--- src/lsp_pkg.sv ---
`timescale 1ns / 1ps
package lsp_pkg;

  localparam int DEPTH     = 8;
  localparam int DATA_W    = 32;
  localparam int POS_W     = 4;
  localparam int CAP_W     = 4;
  localparam int CMD_W     = 2;
  localparam int STAT_W    = 2;
  localparam int CNT_W     = $clog2(DEPTH + 1);
  localparam int ADDR_W    = (DEPTH > 1) ? $clog2(DEPTH) : 1;
  localparam int TDATA_W   = ((DATA_W + POS_W + 7) / 8) * 8;
  localparam logic [CAP_W-1:0] CAP_RESET = 4'd8;

  typedef enum logic [CMD_W-1:0] {
    CMD_PUSH = 2'd0,
    CMD_POP  = 2'd1,
    CMD_PEEK = 2'd2,
    CMD_TRAV = 2'd3
  } cmd_t;

  typedef enum logic [STAT_W-1:0] {
    ST_OK       = 2'd0,
    ST_OVERFLOW = 2'd1,
    ST_EMPTY    = 2'd2,
    ST_BADPOS   = 2'd3
  } status_t;

  typedef enum logic {
    S_IDLE = 1'b0,
    S_EMIT = 1'b1
  } state_t;

  typedef struct packed {
    logic              we;
    logic [ADDR_W-1:0] waddr;
    logic [DATA_W-1:0] wdata;
    logic              re;
    logic [ADDR_W-1:0] raddr;
  } mem_req_t;

endpackage

--- src/lsp_store.sv ---
`timescale 1ns / 1ps
module lsp_store (
  input  logic                    clk,
  input  lsp_pkg::mem_req_t       req,
  output logic [lsp_pkg::DATA_W-1:0] rd_data
);
  import lsp_pkg::*;

  logic [DATA_W-1:0] mem [DEPTH];

  always_ff @(posedge clk) begin
    if (req.we) begin
      mem[req.waddr] <= req.wdata;
    end
  end

  // registered read
  always_ff @(posedge clk) begin
    if (req.re) begin
      rd_data <= mem[req.raddr];
    end
  end

endmodule

--- src/lifo_stack_with_peek.sv ---
`timescale 1ns / 1ps
// LIFO stack of signed 32-bit words with peek and traverse.
// Input channel in_*: one command per transfer; in_tuser carries the command
// (push, pop, peek, traverse), in_tdata the push word and the peek position.
// Result channel out_*: out_tuser carries the status, out_tdata the word and
// its position from the top, out_tlast marks the final result of a command.
// Push, pop and peek give one result; traverse gives one result per stored
// word, top first, or a single empty status on an empty stack.
// The words sit in a single-port-read memory with a registered read. A
// command is taken while idle, its word is read into the memory's read
// register, and its result moves to the output register once that is free;
// in_tready stays low while a command is in flight.
// A result waiting in the output register does not block the next command.
// When the receiver stalls, out_* hold; a traverse pauses until the slot drains.
// cfg_wr_data sets the usable capacity (0 acts as 1, above the depth as depth).
// Reset empties the stack and sets the capacity to 8; the memory is not
// cleared, since only written words ever reach the output.
module lifo_stack_with_peek (
  input  logic                        clk,
  input  logic                        rst_n,
  input  logic                        cfg_wr_en,
  input  logic [lsp_pkg::CAP_W-1:0]   cfg_wr_data,   // capacity
  input  logic                        in_tvalid,
  output logic                        in_tready,
  input  logic [lsp_pkg::TDATA_W-1:0] in_tdata,      // push_value, peek_position
  input  logic [lsp_pkg::CMD_W-1:0]   in_tuser,      // cmd
  output logic                        out_tvalid,
  input  logic                        out_tready,
  output logic [lsp_pkg::TDATA_W-1:0] out_tdata,     // data_out, entry_position
  output logic [lsp_pkg::STAT_W-1:0]  out_tuser,     // status
  output logic                        out_tlast      // last
);
  import lsp_pkg::*;

  state_t            state_r, state_nxt;
  logic [CNT_W-1:0]  count_r, count_nxt;
  logic [CAP_W-1:0]  cap_r;
  logic [CNT_W-1:0]  cap_eff;

  cmd_t              cmd;
  logic [DATA_W-1:0] in_val;
  logic [POS_W-1:0]  in_pos;
  logic              accept, full, empty, pos_bad;
  logic [CNT_W-1:0]  count_m1, peek_diff;

  // pending result
  status_t           res_status_r, acc_status;
  logic [POS_W-1:0]  res_pos_r, acc_pos;
  logic              res_last_r, acc_last;
  logic              res_den_r, acc_den;
  logic [ADDR_W-1:0] idx_r;

  // output register
  logic              out_valid_r;
  status_t           out_status_r;
  logic [DATA_W-1:0] out_data_r;
  logic [POS_W-1:0]  out_pos_r;
  logic              out_last_r;

  logic              load, more;
  mem_req_t          mreq;
  logic [DATA_W-1:0] rd_data;

  assign cmd    = cmd_t'(in_tuser);
  assign in_val = in_tdata[DATA_W-1:0];
  assign in_pos = in_tdata[DATA_W +: POS_W];
  assign accept = in_tvalid && in_tready;

  // clamp the capacity register into 1..DEPTH
  always_comb begin
    priority if (cap_r == '0) begin
      cap_eff = CNT_W'(1);
    end else if (cap_r > CAP_W'(DEPTH)) begin
      cap_eff = CNT_W'(DEPTH);
    end else begin
      cap_eff = CNT_W'(cap_r);
    end
  end

  assign full      = (count_r >= cap_eff) || (count_r >= CNT_W'(DEPTH));
  assign empty     = (count_r == '0);
  assign pos_bad   = (in_pos == '0) || (in_pos > count_r);
  assign count_m1  = count_r - CNT_W'(1);
  assign peek_diff = CNT_W'(count_r - in_pos);

  // FSM: next state
  always_comb begin
    state_nxt = state_r;
    unique case (state_r)
      S_IDLE: if (accept) state_nxt = S_EMIT;
      S_EMIT: if (load && res_last_r) state_nxt = S_IDLE;
      default: state_nxt = S_IDLE;
    endcase
  end

  // FSM: outputs
  always_comb begin
    in_tready = 1'b0;
    load      = 1'b0;
    unique case (state_r)
      S_IDLE: in_tready = 1'b1;
      S_EMIT: load = !out_valid_r || out_tready;
      default: in_tready = 1'b0;
    endcase
  end

  // a traverse still has words to go
  assign more = load && !res_last_r;

  // decode the command against the current fill
  always_comb begin
    acc_status = ST_OK;
    acc_pos    = '0;
    acc_last   = 1'b1;
    acc_den    = 1'b0;
    count_nxt  = count_r;
    unique case (cmd)
      CMD_PUSH: begin
        if (full) begin
          acc_status = ST_OVERFLOW;
        end else begin
          count_nxt = count_r + CNT_W'(1);
        end
      end
      CMD_POP: begin
        if (empty) begin
          acc_status = ST_EMPTY;
        end else begin
          acc_pos   = POS_W'(1);
          acc_den   = 1'b1;
          count_nxt = count_m1;
        end
      end
      CMD_PEEK: begin
        if (empty) begin
          acc_status = ST_EMPTY;
        end else if (pos_bad) begin
          acc_status = ST_BADPOS;
        end else begin
          acc_pos = in_pos;
          acc_den = 1'b1;
        end
      end
      CMD_TRAV: begin
        if (empty) begin
          acc_status = ST_EMPTY;
        end else begin
          acc_pos  = POS_W'(1);
          acc_den  = 1'b1;
          acc_last = (count_r == CNT_W'(1));
        end
      end
      default: acc_status = ST_OK;
    endcase
  end

  // memory access: push writes at the fill level, the rest read
  always_comb begin
    mreq.we    = accept && (cmd == CMD_PUSH) && !full;
    mreq.waddr = count_r[ADDR_W-1:0];
    mreq.wdata = in_val;
    mreq.re    = (accept && (cmd != CMD_PUSH)) || more;
    if (more) begin
      mreq.raddr = idx_r - ADDR_W'(1);
    end else if (cmd == CMD_PEEK) begin
      mreq.raddr = peek_diff[ADDR_W-1:0];
    end else begin
      mreq.raddr = count_m1[ADDR_W-1:0];
    end
  end

  lsp_store u_store (
    .clk     (clk),
    .req     (mreq),
    .rd_data (rd_data)
  );

  // control state
  always_ff @(posedge clk) begin
    if (!rst_n) begin
      state_r     <= S_IDLE;
      count_r     <= '0;
      cap_r       <= CAP_RESET;
      out_valid_r <= 1'b0;
    end else begin
      state_r <= state_nxt;
      if (cfg_wr_en) begin
        cap_r <= cfg_wr_data;
      end
      if (accept) begin
        count_r <= count_nxt;
      end
      if (load) begin
        out_valid_r <= 1'b1;
      end else if (out_tready) begin
        out_valid_r <= 1'b0;
      end
    end
  end

  // pending result: set on accept, advance per traversed word
  always_ff @(posedge clk) begin
    if (accept) begin
      res_status_r <= acc_status;
      res_pos_r    <= acc_pos;
      res_last_r   <= acc_last;
      res_den_r    <= acc_den;
      idx_r        <= mreq.raddr;
    end else if (more) begin
      idx_r      <= mreq.raddr;
      res_pos_r  <= res_pos_r + POS_W'(1);
      res_last_r <= (CNT_W'(res_pos_r + POS_W'(1)) == count_r);
    end
  end

  // output register: drop the read word into the slot when it frees up
  always_ff @(posedge clk) begin
    if (load) begin
      out_status_r <= res_status_r;
      out_data_r   <= res_den_r ? rd_data : '0;
      out_pos_r    <= res_pos_r;
      out_last_r   <= res_last_r;
    end
  end

  assign out_tvalid = out_valid_r;
  assign out_tdata  = TDATA_W'({out_pos_r, out_data_r});
  assign out_tuser  = out_status_r;
  assign out_tlast  = out_last_r;

endmodule

--- config.mk ---
export PLATFORM = sky130hd
export DESIGN_NAME = lifo_stack_with_peek
export DESIGN_NICKNAME = d
export VERILOG_FILES = /design/src/lsp_pkg.sv /design/src/lsp_store.sv /design/src/lifo_stack_with_peek.sv
export SDC_FILE = /design/constraint.sdc
export NUM_CORES = 1
export LEC_CHECK = 0
export ABC_AREA = 1
export BUFFER_PORTS_ARGS = -buffer_cell sky130_fd_sc_hd__buf_2
export CORE_ASPECT_RATIO = 0.5
export CORE_MARGIN = 10
export CORE_UTILIZATION = 60
export DETAILED_ROUTE_END_ITERATION = 10
export GPL_ROUTABILITY_DRIVEN = 0
export GPL_TIMING_DRIVEN = 0
export PLACE_DENSITY = 0.76
export SETUP_SLACK_MARGIN = 0.2
export SLEW_MARGIN = 5
export SYNTH_ARGS = -nofsm -noshare
export SYNTH_HDL_FRONTEND = slang
export SYNTH_SLANG_ARGS = --single-unit
--- constraint.sdc ---
create_clock -name clk -period 4.86 [get_ports clk]
set_input_delay 0.243 -clock clk [delete_from_list [all_inputs] [get_ports clk]]
set_output_delay 0.243 -clock clk [all_outputs]
set_load 0.01 [all_outputs]
# Word-level counts from Yosys, hierarchy flattened
# Memory sizes are Yosys's and may differ from the RTL's. A register that Yosys moved wholly into a read port is not among the register bits.
# Cells that the tools add are included.
# totals
regBits,60
ram_bits,256
input_bits,51
elab_cells,91
n_memories,1
# mem_list
memory,words,width,rd,rd_ports_with_merged_regs,write_ports,line,text
u_store.mem,8,32,1,1,1,lsp_store.sv:9,logic [DATA_W-1:0] mem [DEPTH];
# op_classes
n_addsub,5
n_lt_le_gt_ge,4
eq_ne,7
n_mux,37
bitwise_logic,1
reduce_logical,23
# ops
op,n
4-bit two-way mux,8
1-bit two-way mux,17
4-bit case mux with 2 select lines,2
4-bit zero test,3
3-bit two-way mux,4
4-bit by 1-bit adder with 4-bit output (second input constant),2
2-bit nonzero test,4
1-bit logical AND,6
2-bit two-way mux,3
2-bit case mux with 3 select lines,1
2-bit == test (second input constant),2
4-bit by 1-bit == test with 1-bit output (second input constant),1
4-bit == test,1
4-bit >= comparator,1
4-bit >= comparator (second input constant),1
4-bit greater-than comparator,1
4-bit greater-than comparator (second input constant),1
1-bit logical OR,4
2-bit inequality test (second input constant),2
1-bit case mux with 2 select lines,2
4-bit AND reduction,1
4-bit by 1-bit subtractor with 4-bit output (second input constant),1
1-bit zero test,3
3-bit by 1-bit subtractor with 3-bit output (second input constant),1
5 further kinds,5

# Longest topological paths before layout
# Gate-level depths: netlist (run 1).
# depth
word_depth,9
mapped_depth,15
depth_no_buf,14

# By module
# A second synthesis (run 1) with hierarchy kept.
# unflattened
hier_cells,1462
hier_area_um2,15155.8
# modules_own_cells
mod,n_inst,cells_per_inst,area_per_inst_um2
lsp_store,1,1156,12192.9
lifo_stack_with_peek,1,306,2962.8

# Worst setup path after synthesis (run 1)
# No wires, ideal clock.
# synth_timing
path_type,register to register
startpoint,register count_r[0]
endpoint,memory u_store.mem[3][0] (enable)
t_arrival_ps,3756
t_required_ps,4399
slack_ps,643
path_stages_with_launch,13
path_buffers,1
synth_period_minus_slack_ps,4217
cell_sequence,dfxtp_1 > buf_2 > inv_1 > ha_1 > inv_1 > nand2_1 > nand2_1 > nand2_1 > nand2_1 > nand2_1 > nor3_1 > nand2_1 > nor3_1
# synth_between
elab_chain_cells,6
elab_cells_between_ends,7
classes_between,order compare: 2; mux: 2; reduce/logical: 3
# synth_rtl
element,line,text
"start, declared",lifo_stack_with_peek.sv:36,"logic [CNT_W-1:0] count_r, count_nxt;"
"start signal, assigned",lifo_stack_with_peek.sv:191,count_r <= count_nxt;
4-bit >= comparator,lifo_stack_with_peek.sv:80,assign full = (count_r >= cap_eff) || (count_r >= CNT_W'(DEPTH));
1-bit logical OR,lifo_stack_with_peek.sv:80,
1-bit zero test,lifo_stack_with_peek.sv:159,mreq.we = accept && (cmd == CMD_PUSH) && !full;
1-bit logical AND,lifo_stack_with_peek.sv:159,
1-bit two-way mux,lsp_store.sv:12,if (req.we) begin
1-bit two-way mux (not written as such),lsp_store.sv:13,mem[req.waddr] <= req.wdata;
"end, declared",lsp_store.sv:9,
# Several ways; a longest one is shown, not always the timed one.

# Worst setup path in the final report (run 1)
# layout_timing
startpoint,register count_r[0]
endpoint,memory u_store.mem[3][24] (enable)
# Same word-level chain as after synthesis.

==> summary.txt, run 1 <==
ROUTE
------------------------------------------------------------------------------------------
DRC marker count from the first detailed-route iteration                              1624
Vias/cell                                                                             5.52
Via Count                                                                            11200
First-pass detailed-route iteration total                                                5
Remaining antenna violation count after routing                                          0
Detail-routed net length per standard cell                                         19.1 um
Routed wire length                                                                 38.7 mm
Final routed DRC violation total                                                         0

HOLD PATH
------------------------------------------------------------------------------------------
Hold WC Path Type                                                             primary input to flip-flop
Worst hold path startpoint                                                       cfg_wr_en

TIMING
------------------------------------------------------------------------------------------
Setup repair after global routing missed its margin                                     no
Slew of the pin with the lowest slew margin                                       0.949 ns
Max Clk Rate                                                                       259 MHz
Setup slack of the critical path after layout                                      1.01 ns
Fin crit period                                                                    3.85 ns
Worst slew slack as a fraction of its limit                                          36.4%
Number of pins with negative max-slew slack in the final report                          0
Number of endpoints with negative hold slack in the final report                         0
Final setup violation count                                                              0
Setup TNS                                                                             0 ns
Setup Skew                                                                      0.00995 ns
Period utilization                                                                   79.3%

GLOBAL ROUTING
------------------------------------------------------------------------------------------
GR Util All Layers                                                                   23.4%
Number of antenna violations at the first check in global routing                        0
First-pass GRT wire length                                                         59.7 mm
Maximum number of pins on one net before global-route repair                            30
Gr ovfl total                                                                            0
Vias in the first global route                                                       11000

LOGIC SYNTHESIS
------------------------------------------------------------------------------------------
Synthesized area                                                                15400 um^2
Area share of the largest cell type after synthesis                                  65.9%
Syn. warnings                                                                            0
Cell type contributing the most total cell area after synthesis                   edfxtp_1
Combinational family with the most area after synthesis                       simple AND/OR/NAND/NOR gates
Leading post-synthesis cells by cell area                                     edfxtp_1 66%, nand3_1 9.9%, nand2_1 8.0%
Post-synthesis compound-gate area fraction                                           1.02%
Yosys cell types                                                                        30
Flip-flop and latch count after synthesis                                              348
Mean instance size in the synthesized netlist                                    10.4 um^2
Multiplexer share of the synthesized area                                               0%
Synthesized-area fraction occupied by adder cells                                    1.35%
Share of synthesized area occupied by flip-flops and latches                         67.2%
Number of instances in the synthesized netlist                                        1481
XOR/XNOR Fraction of Synth Area                                                     0.512%
Area fraction in and, or, nand and nor cells after synthesis                         19.4%

POWER
------------------------------------------------------------------------------------------
VDD IR-drop max                                                                   0.229 mV
Overall power of the completed layout                                            0.00714 W
Power density of the placed cells                                              396 nW/um^2
Leakage component of the power                                                     8.21 nW

FLOORPLAN
------------------------------------------------------------------------------------------
Number of standard-cell rows in the floorplan                                           41
Area of the die                                                                 32900 um^2
Standard cell core area                                                         25200 um^2
Chip height                                                                         133 um
Top-level I/O count                                                                     96
Width of the die                                                                    247 um
Initial standard-cell utilization of the core                                        61.0%

CTS
------------------------------------------------------------------------------------------
Post-CTS repair timing setup buffer count                                                0
Clock tree from TritonCTS                                                              yes
Clock edge transition at the registers on the reported setup and hold paths        0.07 ns
Latest clock arrival within the worst-skew pair                                    0.57 ns
TritonCTS sink count                                                                   348
Total clock buffers created by CTS                                                      30
Number of instances resized during post-cts repair                                       0
Buffers from clock root to sink, at most                                                 3
Cell chosen for the clock root                                                   clkbuf_16
H-tree depth                                                                             1

CELLS AND AREA
------------------------------------------------------------------------------------------
Total number of nets in the final design                                              1730
Commonest non-fill, non-tap cells in the layout                               338 x edfxtp_1, 330 x nand2_1, 316 x inv_1
Synth-to-layout area growth                                                          17.0%
Ant diodes                                                                               0
Final standard cell utilization of the core                                          71.4%
Leading cell type in the layout, fill and taps excluded                           edfxtp_1
Proportion of layout cells with a drive suffix above 1                               13.5%

CRITICAL PATH
------------------------------------------------------------------------------------------
Cell repeated most along the worst path                                            nand2_1
Origin of the worst setup path                                                  count_r[0]
Critical path capture point type                                                 flip-flop
Cell with the biggest individual delay on the critical path                         nor3_2
Worst path cell trace                                                         buf_2 -> inv_1 -> ha_1 -> inv_1 -> nand2_1 -> nand2_1 -> nand2_1 -> nand2_1 -> nand2_1 -> nor3_1 -> nand2_1 -> nor3_2 -> buf_4 -> buf_6
CP Launch Type                                                                   flip-flop
Worst setup path category                                                     flip-flop to flip-flop
Arrival @ worst endpoint                                                           4.13 ns
Worst path required time                                                           5.13 ns
Source of the worst register-to-register timing path                            count_r[0]
Slowest stage delay, CP                                                            0.77 ns
Maximum fanout along the worst path                                                      9

PLACED DESIGN
------------------------------------------------------------------------------------------
Post-detailed-placement half-perimeter wirelength                                  25.8 mm
Buffers on Ports                                                                        85
Placement Setup Slack                                                              1.14 ns

STATUS
------------------------------------------------------------------------------------------
Run status                                                                    finished, final reports clean

JOB
------------------------------------------------------------------------------------------
Max-cap violations                                                                       0

-- area by class of cell --
type	count	area, um^2
Sequential cell	348	10300
Fill cell	1670	7220
Multi-Input combinational cell	741	3510
Inverter	321	1200
Timing Repair Buffer	147	1090
Clock buffer	37	827
Tap cell	344	430
Buffer	74	412
Clock inverter	18	204
-- cell usage after synthesis, drive strengths merged --
library cell    n
dfxtp          10
buf            56
nor3            9
nand4           5
nand3b          1
nor2           26
or2             2
conb            1
a21boi          1
fa              1
o22ai           1
nand2         334
edfxtp        338
ha             15
xor2            4
clkbuf         18
inv           321
nand3         305
o21ai          16
a21oi          12
xnor2           5
-- cell families after synthesis --
family	count (synthesis)
xor gates and xnor gates	9
buffers and inverters	395
DFF	348
adders and majority gates	16
other	1
AOI/OAI and AO/OA	30
and+or+nand+nor	682
-- worst paths after layout --
| kind | endpoint | slack, ns | cells past startpoint |
|---|---|---|---|
| hold reg to reg | out_tuser[0] | 0.42 | 0 |
| setup / recovery | u_store.mem[3][24] | 1.01 | 14 |
| hold / removal | cap_r[1] | 0.02 | 3 |
| setup reg to reg | u_store.mem[3][24] | 1.01 | 14 |
-- what timing repair did --
item	in CTS	in global routing
hold buffers	39	0
setup endpoints to repair	0	0
hold endpoints to repair	260	0
-- metal layers --
layer / vias to the layer above / track usage [%] / part of all wire, % / wire length (um)
li1: 5170 / - / - / -
met1: 5228 / 30.8 / 38 / 14900
met2: 715 / 37.7 / 47 / 18100
met3: 99 / 4.93 / 12 / 4610
met4: 0 / 8.95 / 3.2 / 1220
met5: - / 0 / 0 / 0
-- flip-flops by register name, indices dropped and copies added (netlist names) --
| register | cells |
|---|---|
| out_pos_r | 4 |
| res_den_r | 1 |
| res_last_r | 1 |
| state_r | 1 |
| cap_r | 4 |
| u_store.rd_data | 32 |
| out_tuser | 2 |
| out_tlast | 1 |
| out_data_r | 32 |
| out_tvalid | 1 |
| u_store.mem | 256 |
| count_r | 4 |
| res_status_r | 2 |
| res_pos_r | 4 |
| idx_r | 3 |
-- power by group --
| group | switching [W] | total, W | internal [W] |
|---|---|---|---|
| sequential | 0.0000424 | 0.00350 | 0.00346 |
| combinational | 0.000795 | 0.00115 | 0.000356 |
| clock | 0.00107 | 0.00249 | 0.00142 |
| total | 0.00191 | 0.00714 | 0.00524 |
-- metrics by stage --
step | cell area [um^2] | std cells | hold slack, ns
after floorplan | 15400 | 1484 | 0.342
after global placement | 16300 | 1913 | 0.405
after detailed placement | 16600 | 1936 | 0.405
after CTS | 18000 | 2030 | 0.00629
after global routing | 18000 | 2030 | 0.0406
final | 18000 | 2030 | 0.0225
-- worst max-delay path: cells and delay by family (launching register included) --
| family | cells | cell delay [ns] |
|---|---|---|
| fa+ha+maj | 1 | 0.33 |
| buf+inv | 5 | 1.06 |
| flops | 1 | 0.44 |
| simple gates | 8 | 1.72 |
Note: power is estimated with default switching activity, not from simulation.
==> run 2: changes to the inputs <==
==> constraint.sdc (replaced) <==
create_clock -name clk -period 3.6 [get_ports clk]
set_input_delay 0.18 -clock clk [delete_from_list [all_inputs] [get_ports clk]]
set_output_delay 0.18 -clock clk [all_outputs]
set_load 0.01 [all_outputs]
==> summary.txt, run 2 (same netlist as run 1, synthesis figures left out) <==
STATUS
------------------------------------------------------------------------------------------
Run status                                                                    finished, final reports clean   unchanged

CRITICAL PATH
------------------------------------------------------------------------------------------
Worst reg2reg endpoint                                                        u_store.mem[2][21]   was u_store.mem[3][24]
Critical path capture point type                                                 flip-flop   unchanged
Arrival @ worst endpoint                                                           3.58 ns   was 4.13 ns
Source of the worst register-to-register timing path                            count_r[0]   unchanged
Cell with the biggest individual delay on the critical path                        dfxtp_1   was nor3_2
Worst path required time                                                           3.86 ns   was 5.13 ns
Slowest stage delay, CP                                                            0.44 ns   was 0.77 ns
Cell type group with the largest total delay on the critical path             simple AND/OR/NAND/NOR gates   unchanged
Count of buffer and inverter cells on the critical path                                  5   unchanged
CP Launch Type                                                                   flip-flop   unchanged
Path depth of the worst reg2reg path                                                    14   unchanged
Cell repeated most along the worst path                                            nand2_1   unchanged
Internal reg-to-reg setup slack                                                    0.28 ns   was 1.01 ns
Maximum fanout along the worst path                                                     10   was 9
Worst path cell trace                                                         buf_2 -> inv_1 -> ha_1 -> inv_1 -> nand2_1 -> nand2_1 -> nand2_1 -> nand2_1 -> nand2_1 -> nor3_2 -> nand2_1 -> nor3_4 -> buf_4 -> buf_4   was buf_2 -> inv_1 -> ha_1 -> inv_1 -> nand2_1 -> nand2_1 -> nand2_1 -> nand2_1 -> nand2_1 -> nor3_1 -> nand2_1 -> nor3_2 -> buf_4 -> buf_6
Worst setup path category                                                     flip-flop to flip-flop   unchanged

CELLS AND AREA
------------------------------------------------------------------------------------------
Sequential cell area                                                            10300 um^2   unchanged
Ant diodes                                                                               0   unchanged
Non-Filler Cell Area, Final                                                     18200 um^2   was 18000 um^2
Leading cell type in the layout, fill and taps excluded                           edfxtp_1   unchanged
Proportion of layout cells with a drive suffix above 1                               13.8%   was 13.5%
Commonest non-fill, non-tap cells in the layout                               338 x edfxtp_1, 330 x nand2_1, 316 x inv_1   unchanged
Synth-to-layout area growth                                                          17.9%   was 17.0%
Max reg flops                                                                          256   unchanged
Post-Layout Cell Count                                                                2042   was 2030
Biggest regs                                                                  u_store.mem (256), out_data_r (32), u_store.rd_data (32)   unchanged
Total number of nets in the final design                                              1742   was 1730
Biggest register                                                               u_store.mem   unchanged
Fill count                                                                            1649   was 1670
Area taken by multi-input logic gates                                            3550 um^2   was 3510 um^2

ROUTE
------------------------------------------------------------------------------------------
Via Count                                                                            11300   was 11200
Met3 wire len                                                                      4.85 mm   was 4.61 mm
First-pass detailed-route iteration total                                                6   was 5
Routed wire length on met2                                                         18.2 mm   was 18.1 mm
DRC marker count from the first detailed-route iteration                              1690   was 1624
Vias/cell                                                                             5.55   was 5.52
Routed met1 length                                                                 15.0 mm   was 14.9 mm
Detail-routed net length per standard cell                                         19.3 um   was 19.1 um
Routed wire length                                                                 39.4 mm   was 38.7 mm
Remaining antenna violation count after routing                                          0   unchanged
Highest signal layer in the routed design                                             met4   unchanged
Final routed DRC violation total                                                         0   unchanged

TIMING
------------------------------------------------------------------------------------------
Setup repair after global routing missed its margin                                    yes   was no
Final setup violation count                                                              0   unchanged
Fin crit period                                                                    3.32 ns   was 3.85 ns
Worst slew slack as a fraction of its limit                                          46.4%   was 36.4%
Number of pins with negative max-slew slack in the final report                          0   unchanged
Period utilization                                                                   92.2%   was 79.3%
Worst Hold Margin                                                                0.0369 ns   was 0.0225 ns
Setup Skew                                                                      0.00967 ns   was 0.00995 ns
Max Clk Rate                                                                       301 MHz   was 259 MHz
Slew of the pin with the lowest slew margin                                       0.802 ns   was 0.949 ns
Number of endpoints with negative hold slack in the final report                         0   unchanged
Setup slack of the critical path after layout                                     0.280 ns   was 1.01 ns

FLOORPLAN
------------------------------------------------------------------------------------------
Top-level I/O count                                                                     96   unchanged
Initial standard-cell utilization of the core                                        61.0%   unchanged
Chip height                                                                         133 um   unchanged
Area of the die                                                                 32900 um^2   unchanged
Number of standard-cell rows in the floorplan                                           41   unchanged
Standard cell core area                                                         25200 um^2   unchanged
Width of the die                                                                    247 um   unchanged

GLOBAL ROUTING
------------------------------------------------------------------------------------------
Gr ovfl total                                                                            0   unchanged
Number of antenna violations at the first check in global routing                        0   unchanged
Vias in the first global route                                                       11100   was 11000
First-pass GRT wire length                                                         60.4 mm   was 59.7 mm
Maximum number of pins on one net before global-route repair                            30   unchanged
GR Util All Layers                                                                   23.7%   was 23.4%

HOLD PATH
------------------------------------------------------------------------------------------
Hold WC Path Type                                                             primary input to flip-flop   unchanged
Worst hold path startpoint                                                           rst_n   was cfg_wr_en
Terminating pin of the worst hold path                                          count_r[3]   was cap_r[1]
Hold Path Stages                                                                         3   unchanged

PLACED DESIGN
------------------------------------------------------------------------------------------
Post-detailed-placement half-perimeter wirelength                                  25.8 mm   unchanged
Placed instance count                                                                 1936   unchanged
Buffers on Ports                                                                        85   unchanged
Placement Setup Slack                                                            -0.117 ns   was 1.14 ns
DP Area                                                                         16600 um^2   unchanged

CTS
------------------------------------------------------------------------------------------
TritonCTS sink count                                                                   348   unchanged
Buffers from clock root to sink, at most                                                 3   unchanged
Cell chosen for the clock root                                                   clkbuf_16   unchanged
Latest clock arrival within the worst-skew pair                                    0.57 ns   about the same
H-tree depth                                                                             1   unchanged
Clock tree from TritonCTS                                                              yes   unchanged
Clock edge transition at the registers on the reported setup and hold paths        0.07 ns   about the same
Total clock buffers created by CTS                                                      30   unchanged

POWER
------------------------------------------------------------------------------------------
Power density of the placed cells                                              532 nW/um^2   was 396 nW/um^2
Overall power of the completed layout                                            0.00966 W   was 0.00714 W
VDD IR-drop max                                                                   0.310 mV   was 0.229 mV
Leakage component of the power                                                     8.30 nW   was 8.21 nW

JOB
------------------------------------------------------------------------------------------
Max-cap violations                                                                       0   unchanged

## run 2: how the worst max path moves through the flow
| stage | from | end | slack [ns] | depth (start not counted) |
|---|---|---|---|---|
| 2_1_floorplan | count_r[0] | u_store.mem[3][0] | -0.62 | 12 |
| 5_1_grt | count_r[0] | u_store.mem[2][26] | 0.19 | 14 |
| 6_report | count_r[0] | u_store.mem[2][21] | 0.28 | 14 |
| 4_1_cts | count_r[0] | u_store.mem[1][17] | 0.26 | 13 |
| 3_3_place_gp | count_r[0] | u_store.mem[6][17] | -3.38 | 12 |
| 3_5_place_dp | count_r[0] | u_store.mem[3][14] | -0.12 | 14 |
## run 2: timing repair
| action | CTS | global route |
|---|---|---|
| setup endpoints to repair | 114 | 190 |
| endpoints found under the hold margin | 261 | 0 |
| setup buffers | 6 | 0 |
| hold buffers | 45 | 0 |
| pin swaps | 5 | 0 |
| gates resized for setup | 6 | 1 |
## run 2: worst min-delay path, delay by kind of cell
kind                   cells  cell delay [ns]
buffers and inverters      1             0.22
and+or+nand+nor            2             0.17
## run 2: report_power, final
| group | leakage (nW) | switching (W) | total [W] | internal, W |
|---|---|---|---|---|
| Sequential | 3.18 | 0.0000585 | 0.00473 | 0.00467 |
| Clock | 0.505 | 0.00145 | 0.00337 | 0.00192 |
| Combinational | 4.61 | 0.00108 | 0.00157 | 0.000486 |
| Total | 8.30 | 0.00259 | 0.00966 | 0.00707 |
## run 2: routing by layer
metal | global-route usage, % | vias to the layer above
met5 | 0 | -
met4 | 9.42 | 0
met3 | 4.93 | 114
met2 | 38.3 | 754
met1 | 31.0 | 5270
li1 | - | 5186
## run 2: metrics by stage
step | util [%] | TNS [ns]
3_5_place_dp | 65.8 | -3.14
2_1_floorplan | - | -117.03
6_report | 72.0 | 0
5_1_grt | 72.0 | 0
3_3_place_gp | 64.5 | -721.84
4_1_cts | 72.0 | 0
## run 2: cell type report
| cell class | instances | share of cell area, % |
|---|---|---|
| inverters | 321 | 6.63 |
| multi-input cells | 741 | 19.5 |
| plain buffers | 74 | 2.27 |
| clock inverters | 18 | 1.12 |
| clock buffers | 37 | 4.55 |
| well taps | 344 | 2.37 |
| repair buffers | 159 | 6.56 |
| flip-flops and latches | 348 | 57.0 |
